$ cat src/deq_pkg.sv
// ----------------------------------------------------------------------------
// deq_pkg
// Command, status and cell operation codes shared by the deque cell row and
// its control logic.
// ----------------------------------------------------------------------------
package deq_pkg;

  typedef enum logic [2:0] {
    CMD_PEEK       = 3'd0,
    CMD_PUSH_FRONT = 3'd1,
    CMD_PUSH_BACK  = 3'd2,
    CMD_POP_FRONT  = 3'd3,
    CMD_POP_BACK   = 3'd4
  } cmd_t;

  typedef enum logic [1:0] {
    ST_OK    = 2'd0,
    ST_EMPTY = 2'd1,
    ST_FULL  = 2'd2
  } status_t;

  // what a cell does with one of its two words in a cycle
  typedef enum logic [1:0] {
    CELL_HOLD      = 2'd0,
    CELL_SHIFT_IN  = 2'd1,
    CELL_SHIFT_OUT = 2'd2,
    CELL_LOAD      = 2'd3
  } cell_op_t;

  typedef struct packed {
    cell_op_t a_op;
    cell_op_t b_op;
  } cell_ctrl_t;

  localparam int unsigned OUT_W = 32;

endpackage

$ cat src/deq_cell.sv
// ----------------------------------------------------------------------------
// deq_cell
// One position of the deque row. Word a belongs to the front-aligned copy,
// word b to the back-aligned copy; each shifts, loads or holds.
// ----------------------------------------------------------------------------
module deq_cell #(
  parameter int unsigned DATA_WIDTH = 32,
  parameter int unsigned CNT_W      = 11,
  parameter int unsigned INDEX      = 0
) (
  input  logic                    clk,
  input  deq_pkg::cell_ctrl_t     ctrl,
  input  logic [CNT_W-1:0]        count,
  input  logic [DATA_WIDTH-1:0]   word,
  input  logic [DATA_WIDTH-1:0]   a_left,
  input  logic [DATA_WIDTH-1:0]   a_right,
  input  logic [DATA_WIDTH-1:0]   b_left,
  input  logic [DATA_WIDTH-1:0]   b_right,
  output logic [DATA_WIDTH-1:0]   a_q,
  output logic [DATA_WIDTH-1:0]   b_q,
  output logic [DATA_WIDTH-1:0]   a_nxt,
  output logic [DATA_WIDTH-1:0]   b_nxt
);
  import deq_pkg::*;

  logic [DATA_WIDTH-1:0] a_r;
  logic [DATA_WIDTH-1:0] b_r;
  logic                  hit;

  // the first free position takes a load
  assign hit = (count == CNT_W'(INDEX));

  always_comb begin
    case (ctrl.a_op)
      CELL_HOLD:      a_nxt = a_r;
      CELL_SHIFT_IN:  a_nxt = a_left;
      CELL_SHIFT_OUT: a_nxt = a_right;
      CELL_LOAD:      a_nxt = hit ? word : a_r;
      default:        a_nxt = a_r;
    endcase
  end

  always_comb begin
    case (ctrl.b_op)
      CELL_HOLD:      b_nxt = b_r;
      CELL_SHIFT_IN:  b_nxt = b_left;
      CELL_SHIFT_OUT: b_nxt = b_right;
      CELL_LOAD:      b_nxt = hit ? word : b_r;
      default:        b_nxt = b_r;
    endcase
  end

  always_ff @(posedge clk) begin
    a_r <= a_nxt;
    b_r <= b_nxt;
  end

  assign a_q = a_r;
  assign b_q = b_r;

endmodule

$ cat config.mk
export PLATFORM = sky130hd
export DESIGN_NAME = deq_cell
export DESIGN_NICKNAME = d
export VERILOG_FILES = /design/src/deq_pkg.sv /design/src/deq_cell.sv
export SDC_FILE = /design/constraint.sdc
export NUM_CORES = 1
export LEC_CHECK = 0
export ABC_AREA = 1
export ABC_CLOCK_PERIOD_IN_PS = 1400
export BUFFER_PORTS_ARGS = -buffer_cell sky130_fd_sc_hd__buf_4
export CELL_PAD_IN_SITES_DETAIL_PLACEMENT = 0
export CELL_PAD_IN_SITES_GLOBAL_PLACEMENT = 1
export CORE_ASPECT_RATIO = 0.7
export CORE_UTILIZATION = 26
export CTS_BUF_LIST = sky130_fd_sc_hd__clkbuf_4
export CTS_CLUSTER_DIAMETER = 30
export DETAILED_ROUTE_END_ITERATION = 12
export GPL_ROUTABILITY_DRIVEN = 0
export PLACE_DENSITY_LB_ADDON = 0.1
export SLEW_MARGIN = 10
export SYNTH_ARGS = -nofsm -noshare
export SYNTH_HDL_FRONTEND = slang
export SYNTH_SLANG_ARGS = --single-unit
$ cat constraint.sdc
create_clock -name clk -period 1.4 [get_ports clk]
set_input_delay 0.14 -clock clk [delete_from_list [all_inputs] [get_ports clk]]
set_output_delay 0.14 -clock clk [all_outputs]
set_load 0.01 [all_outputs]
==> flow_metrics.env, run 1 <==
export IMPL_outcome="complete, but fails checks"
export IMPL_violations="setup timing"
export IMPL_drtIter0Drc=162
export IMPL_power_w=0.00606
export IMPL_gr_total_overflow=0
export IMPL_synth_most_common_cell="nand2_1"
export IMPL_yosys_area_top_type_share_pct=31.8
export IMPL_worstPathRequired_ns=1.26
export IMPL_multi_input_area_um2=2870
export IMPL_grt_pass1_vias=5478
export IMPL_power_leakage_nw=3.85
export IMPL_worstPathMaxFanout=15
export IMPL_fmax_mhz=653
export IMPL_top_layer="met4"
export IMPL_drive_above_1_share_pct=52.1
export IMPL_cts_tree="yes"
export IMPL_ir_drop_v=0.000433
export IMPL_post_route_worst_setup_slack_ns=-0.131
export IMPL_maxCapViolations=0
export IMPL_synthArstFlopShare_pct=0
export IMPL_h_tree_depth=3
export IMPL_max_slew_margin_pct=76.7
export IMPL_ys_ff_latch=64
export IMPL_synthesis_area_per_instance_um2=5.98
export IMPL_met2_length_um=9460
export IMPL_hold_viol=0
export IMPL_ioPinCount=304
export IMPL_drcViolationCount=0
export IMPL_finalMaxSlewViolations=0
export IMPL_vias=5624
export IMPL_start_util_pct=27.1
export IMPL_core_um2=14900
export IMPL_clockBufferDepth=2
export IMPL_area_growth_pct=90.8
export IMPL_final_min_clock_period_ns=1.53
export IMPL_hold_path_class="primary input to flip-flop"
export IMPL_synth_ff_type="dfxtp_1"
export IMPL_endpoint_kind="output pin"
export IMPL_antenna_cells=0
export IMPL_grt_max_degree=33
export IMPL_setup_violations=64
export IMPL_drt_met1_wl_um=8420
export IMPL_n_fill_cell=1532
export IMPL_root_buffer="clkbuf_4"
export IMPL_wire_per_inst_um=16.6
export IMPL_yosys_warnings=0
export IMPL_antenna_found_initial=0
export IMPL_clkSlewWorstSetupHoldPaths_ns=0.10
export IMPL_period_share_pct=109
export IMPL_clock_latency_ns=0.44
export IMPL_p_per_area_nw_per_um2=787
export IMPL_synth_edff_count=0
export IMPL_seq_area_frac_synth_pct=31.8
export IMPL_grt_pass1_wl_um=29200
export IMPL_drt_total_wl_um=19800
export IMPL_dieArea_um2=16000
export IMPL_tightest_slew_ns=0.349
export IMPL_fp_dieH_um=106
export IMPL_yosys_top_cells_area="dfxtp_1 (32%), nand2_1 (23%), a21oi_1 (14%)"
export IMPL_final_nets=1168
export IMPL_route_met3_wl_um=1520
export IMPL_synth_commonest_cells="nand2_1 (252), a21oi_1 (112), nor2_1 (69)"
export IMPL_setup_worst_path_class="primary input to output pin"
export IMPL_vias_per_cell=4.72
export IMPL_cp_data_arrival_time_ns=1.39
export IMPL_clock_sink_count=64
export IMPL_numCtsBuffers=9
export IMPL_first_pass_iters=6
export IMPL_ys_types=18
export IMPL_die_x_um=151
export IMPL_synth_nets=850
export IMPL_syn_cell_area_um2=4030
export IMPL_rsz0062_at_grt="true"
export IMPL_cp_start_kind="primary input"
export IMPL_seq_area_um2=1300
export IMPL_synthCells=674
export IMPL_skew_ns=0
export IMPL_io_buffers=303
export IMPL_yosysTopAreaCell="dfxtp_1"
export IMPL_row_count=37
export IMPL_hold_ws_ns=0.0284
export IMPL_ant_nets=0
export IMPL_grt_usage_pct=24.0
export IMPL_hpwl_um=14700
==> worst paths after layout <==
check                    end           start  slack [ns]  depth (start not counted)
max                 b_nxt[8]        count[9]       -0.13                         11
min          a_q[24]$_DFF_P_     a_right[24]        0.03                          3
max reg2reg   b_q[3]$_DFF_P_  b_q[3]$_DFF_P_        0.44                          6
min reg2reg   a_q[8]$_DFF_P_  a_q[8]$_DFF_P_        0.55                          2
==> what timing repair did <==
item | 4_1_cts | 5_1_grt
resized for setup | 112 | 52
gates cloned | 2 | 2
setup endpoints to repair | 64 | 64
setup buffers | 6 | 5
endpoints found under the hold margin | 10 | 0
pin swaps | 16 | 22
hold buffers | 10 | 0
==> per-layer routing <==
metal / GRT usage [%] / vias up
met2: 41.1 / 226
met1: 29.1 / 2574
met5: 0 / -
li1: - / 2795
met3: 6.74 / 29
met4: 6.93 / 0
==> worst max-delay path, cell delays in order <==
cell and delay (ns):
buf_6 0.10, nor2_4 0.09, nand2_2 0.06, nor2_4 0.13, buf_4 0.13, buf_12 0.15, nand3_4 0.09, nand2_1 0.08
nand2_1 0.06, a21oi_2 0.19, buf_4 0.15
==> power breakdown <==
| part | switching, W | internal [W] | total (W) |
|---|---|---|---|
| logic | 0.00119 | 0.00131 | 0.00249 |
| registers | 0.000204 | 0.00205 | 0.00226 |
| clock network | 0.000737 | 0.000568 | 0.00130 |
| total | 0.00213 | 0.00393 | 0.00606 |
==> cell type report <==
cell class                 count  area share (%)
timing repair buffer         354            39.0
multi-input combinational    522            37.2
inverter                      41            2.00
tap                          195            3.17
clock buffer                  11            1.07
sequential                    64            16.9
clock inverter                 5           0.618
==> cell usage in the layout, fill, tap and decap left out, drive strengths merged, types with 10 or more instances in the layout <==
cell type,netlist,layout
a21oi,136,136
buf,33,342
clkbuf,14,13
dfxtp,64,64
dlygate4sd3,0,10
inv,41,41
nand2,253,253
nand3,32,32
nor2,70,70
o21ai,28,28
==> logic make-up (layout without fill, tap and decap cells) <==
group	after synthesis	after routing	synth area share (%)
AND/OR/NAND/NOR	358	358	35.0
AO/OA/AOI/OAI	164	164	22.6
buffers and inverters	88	411	10.7
flip-flops	64	64	31.8
==> sequential cells by signal, indices dropped and copies added (netlist names) <==
register  count
b_q          32
a_q          32
==> metrics by stage <==
step	area (µm²)	setup TNS [ns]	cells	setup WS, ns	utilization [%]
2_1_floorplan	4030	0	674	0.183	-
3_3_place_gp	6670	-7.96	1152	-0.197	44.7
3_5_place_dp	6670	-8.73	1152	-0.198	44.7
4_1_cts	7420	-5.38	1185	-0.125	49.8
5_1_grt	7700	-11.68	1192	-0.220	51.6
6_report	7700	-5.93	1192	-0.131	51.6
Note: power is estimated with default switching activity, not from simulation.
==> run 2, diff against run 1 <==
==> config.mk (replaced) <==
export PLATFORM = sky130hd
export DESIGN_NAME = deq_cell
export DESIGN_NICKNAME = d
export VERILOG_FILES = /design/src/deq_pkg.sv /design/src/deq_cell.sv
export SDC_FILE = /design/constraint.sdc
export NUM_CORES = 1
export LEC_CHECK = 0
export ABC_AREA = 1
export ABC_CLOCK_PERIOD_IN_PS = 1400
export CELL_PAD_IN_SITES_DETAIL_PLACEMENT = 0
export CELL_PAD_IN_SITES_GLOBAL_PLACEMENT = 1
export CORE_AREA = 2 2 118 120
export CTS_BUF_LIST = sky130_fd_sc_hd__clkbuf_4
export CTS_CLUSTER_DIAMETER = 30
export DETAILED_ROUTE_END_ITERATION = 12
export DIE_AREA = 0 0 120 122
export DONT_BUFFER_PORTS = 1
export GPL_ROUTABILITY_DRIVEN = 0
export PLACE_DENSITY_LB_ADDON = 0.3
export SLEW_MARGIN = 10
export SYNTH_ARGS = -nofsm -noshare
export SYNTH_HDL_FRONTEND = slang
export SYNTH_SLANG_ARGS = --single-unit
export TNS_END_PERCENT = 100
==> run 2 against run 1 <==
The flow still finishes with violations (setup timing). Worst hold slack better by 0.0023 ns. Critical path depth stayed put. Sequential cell count is the same. Fmax increased by 3.7%. Final area decreased by 20%. Critical endpoint is now a_nxt[11]. Largest cell class is now multi-input combinational cells. Largest power group is now sequential cells.
==> flow_metrics.env, run 2 (synthesis gave the netlist of run 1 again) <==
export IMPL_outcome="complete, but fails checks"
export IMPL_violations="setup timing"
export IMPL_vias=4961
export IMPL_grt_max_degree=47
export IMPL_clockBufferDepth=2
export IMPL_cts_tree="yes"
export IMPL_p_seq_share_pct=47.7
export IMPL_timing_rr_start="b_q[19]$_DFF_P_"
export IMPL_power_switching_w=0.00195
export IMPL_drcViolationCount=0
export IMPL_cp_data_arrival_time_ns=1.34
export IMPL_grt_pass1_vias=4574
export IMPL_start_util_pct=29.9
export IMPL_clock_latency_ns=0.45
export IMPL_hold_depth=4
export IMPL_power_leakage_nw=2.80
export IMPL_hpwl_um=12700
export IMPL_first_pass_iters=5
export IMPL_final_nets=939
export IMPL_ff2ff_setup_slack_ns=0.03
export IMPL_finalMaxSlewViolations=0
export IMPL_reg2reg_depth=5
export IMPL_hold_viol=0
export IMPL_wire_per_inst_um=20.7
export IMPL_ioPinCount=304
export IMPL_hold_path_class="primary input to flip-flop"
export IMPL_setup_violations=40
export IMPL_fp_dieH_um=122
export IMPL_setup_worst_path_class="primary input to output pin"
export IMPL_antenna_found_initial=3
export IMPL_max_slew_margin_pct=57.3
export IMPL_clock_sink_count=64
export IMPL_drive_above_1_share_pct=38.8
export IMPL_period_share_pct=106
export IMPL_die_x_um=120
export IMPL_hp_start="word[24]"
export IMPL_gr_total_overflow=0
export IMPL_io_buffers=0
export IMPL_post_route_worst_setup_slack_ns=-0.0775
export IMPL_ant_nets=0
export IMPL_clkPwrFrac_pct=21.4
export IMPL_cp_startpoint="count[4]"
export IMPL_placedCellCount=866
export IMPL_p_sw_share_pct=37.9
export IMPL_h_tree_depth=3
export IMPL_skew_ns=0
export IMPL_final_common_cell="nand2_1"
export IMPL_fmax_mhz=677
export IMPL_ir_drop_v=0.000451
export IMPL_clkSlewWorstSetupHoldPaths_ns=0.12
export IMPL_numCtsBuffers=9
export IMPL_root_buffer="clkbuf_4"
export IMPL_internal_power_w=0.00320
export IMPL_p_per_area_nw_per_um2=835
export IMPL_area_growth_pct=52.9
export IMPL_fin_cells=949
export IMPL_drtIter0Drc=287
export IMPL_grt_usage_pct=23.6
export IMPL_worstPathMaxFanout=7
export IMPL_drt_total_wl_um=19600
export IMPL_cp_start_kind="primary input"
export IMPL_final_cell_mix="nand2_1 (178), a21oi_1 (80), nand2_2 (70)"
export IMPL_maxCapViolations=0
export IMPL_row_count=43
export IMPL_core_um2=13500
export IMPL_dieArea_um2=14600
export IMPL_vias_per_cell=5.23
export IMPL_critPathCapture="a_nxt[11]"
export IMPL_hold_ws_ns=0.0307
export IMPL_worstPathRequired_ns=1.26
export IMPL_power_w=0.00515
export IMPL_tightest_slew_ns=0.634
export IMPL_power_frac_comb_pct=30.9
export IMPL_worstReg2RegEnd="b_q[19]$_DFF_P_"
export IMPL_rsz0062_at_grt="true"
export IMPL_grt_pass1_wl_um=25900
export IMPL_final_min_clock_period_ns=1.48
export IMPL_endpoint_kind="output pin"
-- run 2: changes by cell type in the layout (fill, tap and decap cells not counted), moves of 8 or more --
cell           change
a21oi_4           +17
nand3_4            -9
nand2_1           -29
a21oi_1            +8
nand2_2           +31
dlygate4sd3_1     +37
dfxtp_4           +60
buf_12             -9
nand3_2           -11
nand3_1           +20
buf_4            -265
dfxtp_1           -53
a21oi_2           -25
-- run 2: layout make-up --
class	count	area (µm²)
repair buffers	124	1300
clock buffers	11	82.6
clock inverters	3	11.3
fillers	1399	7340
diodes	3	7.51
flip-flops and latches	64	1510
multi-input cells	523	2870
inverters	41	154
well taps	180	225
-- run 2: timing repair --
action                     4_1_cts  5_1_grt
hold buffers                    54        0
buffers inserted                 0        4
cloned                           0        8
setup endpoints to repair       64       72
hold endpoints to repair        42        0
pin swaps                       13       49
gates resized for setup        145      138
-- run 2: worst min-delay path by stage --
| stage | to |
|---|---|
| 3_5_place_dp | b_q[24]$_DFF_P_ |
| 4_1_cts | a_q[9]$_DFF_P_ |
| 6_report | a_q[24]$_DFF_P_ |
| 5_1_grt | a_q[26]$_DFF_P_ |
| 3_3_place_gp | b_q[6]$_DFF_P_ |
| 2_1_floorplan | a_q[10]$_DFF_P_ |
-- run 2: through the flow --
step           utilization, %  setup slack, ns  setup TNS (ns)  area [µm²]
3_3_place_gp             33.4           -0.165           -2.28        4510
5_1_grt                  45.6           -0.132           -5.13        6160
4_1_cts                  40.7          -0.0847           -2.55        5490
2_1_floorplan               -            0.183               0        4030
6_report                 45.7          -0.0775           -1.19        6170
3_5_place_dp             33.4           -0.157           -2.53        4510
-- run 2: power groups by stage --
stage | clock [W] | sequential, W | combinational (W)
floorplan | 0 | 0.00234 | 0.000847
global placement | 0 | 0.00242 | 0.00119
detailed placement | 0 | 0.00242 | 0.00120
CTS | 0.00115 | 0.00243 | 0.00142
global route | 0.00122 | 0.00249 | 0.00174
finish | 0.00110 | 0.00246 | 0.00159
-- run 2: metal layers --
metal	vias to the layer above	GRT usage (%)	routed length, µm
li1	2338	-	-
met1	2315	24.3	7070
met4	0	10.2	559
met3	32	8.90	1950
met2	276	42.9	10000
met5	-	0	0
-- run 2: critical path: stages --
cell       delay, ns
nor2_4          0.08
nand2_2         0.07
nor2_4          0.19
buf_12          0.17
nand2_8         0.09
clkbuf_16       0.19
nand2_2         0.05
nand2_1         0.05
nand2_1         0.08
a21oi_2         0.07
buf_4           0.15
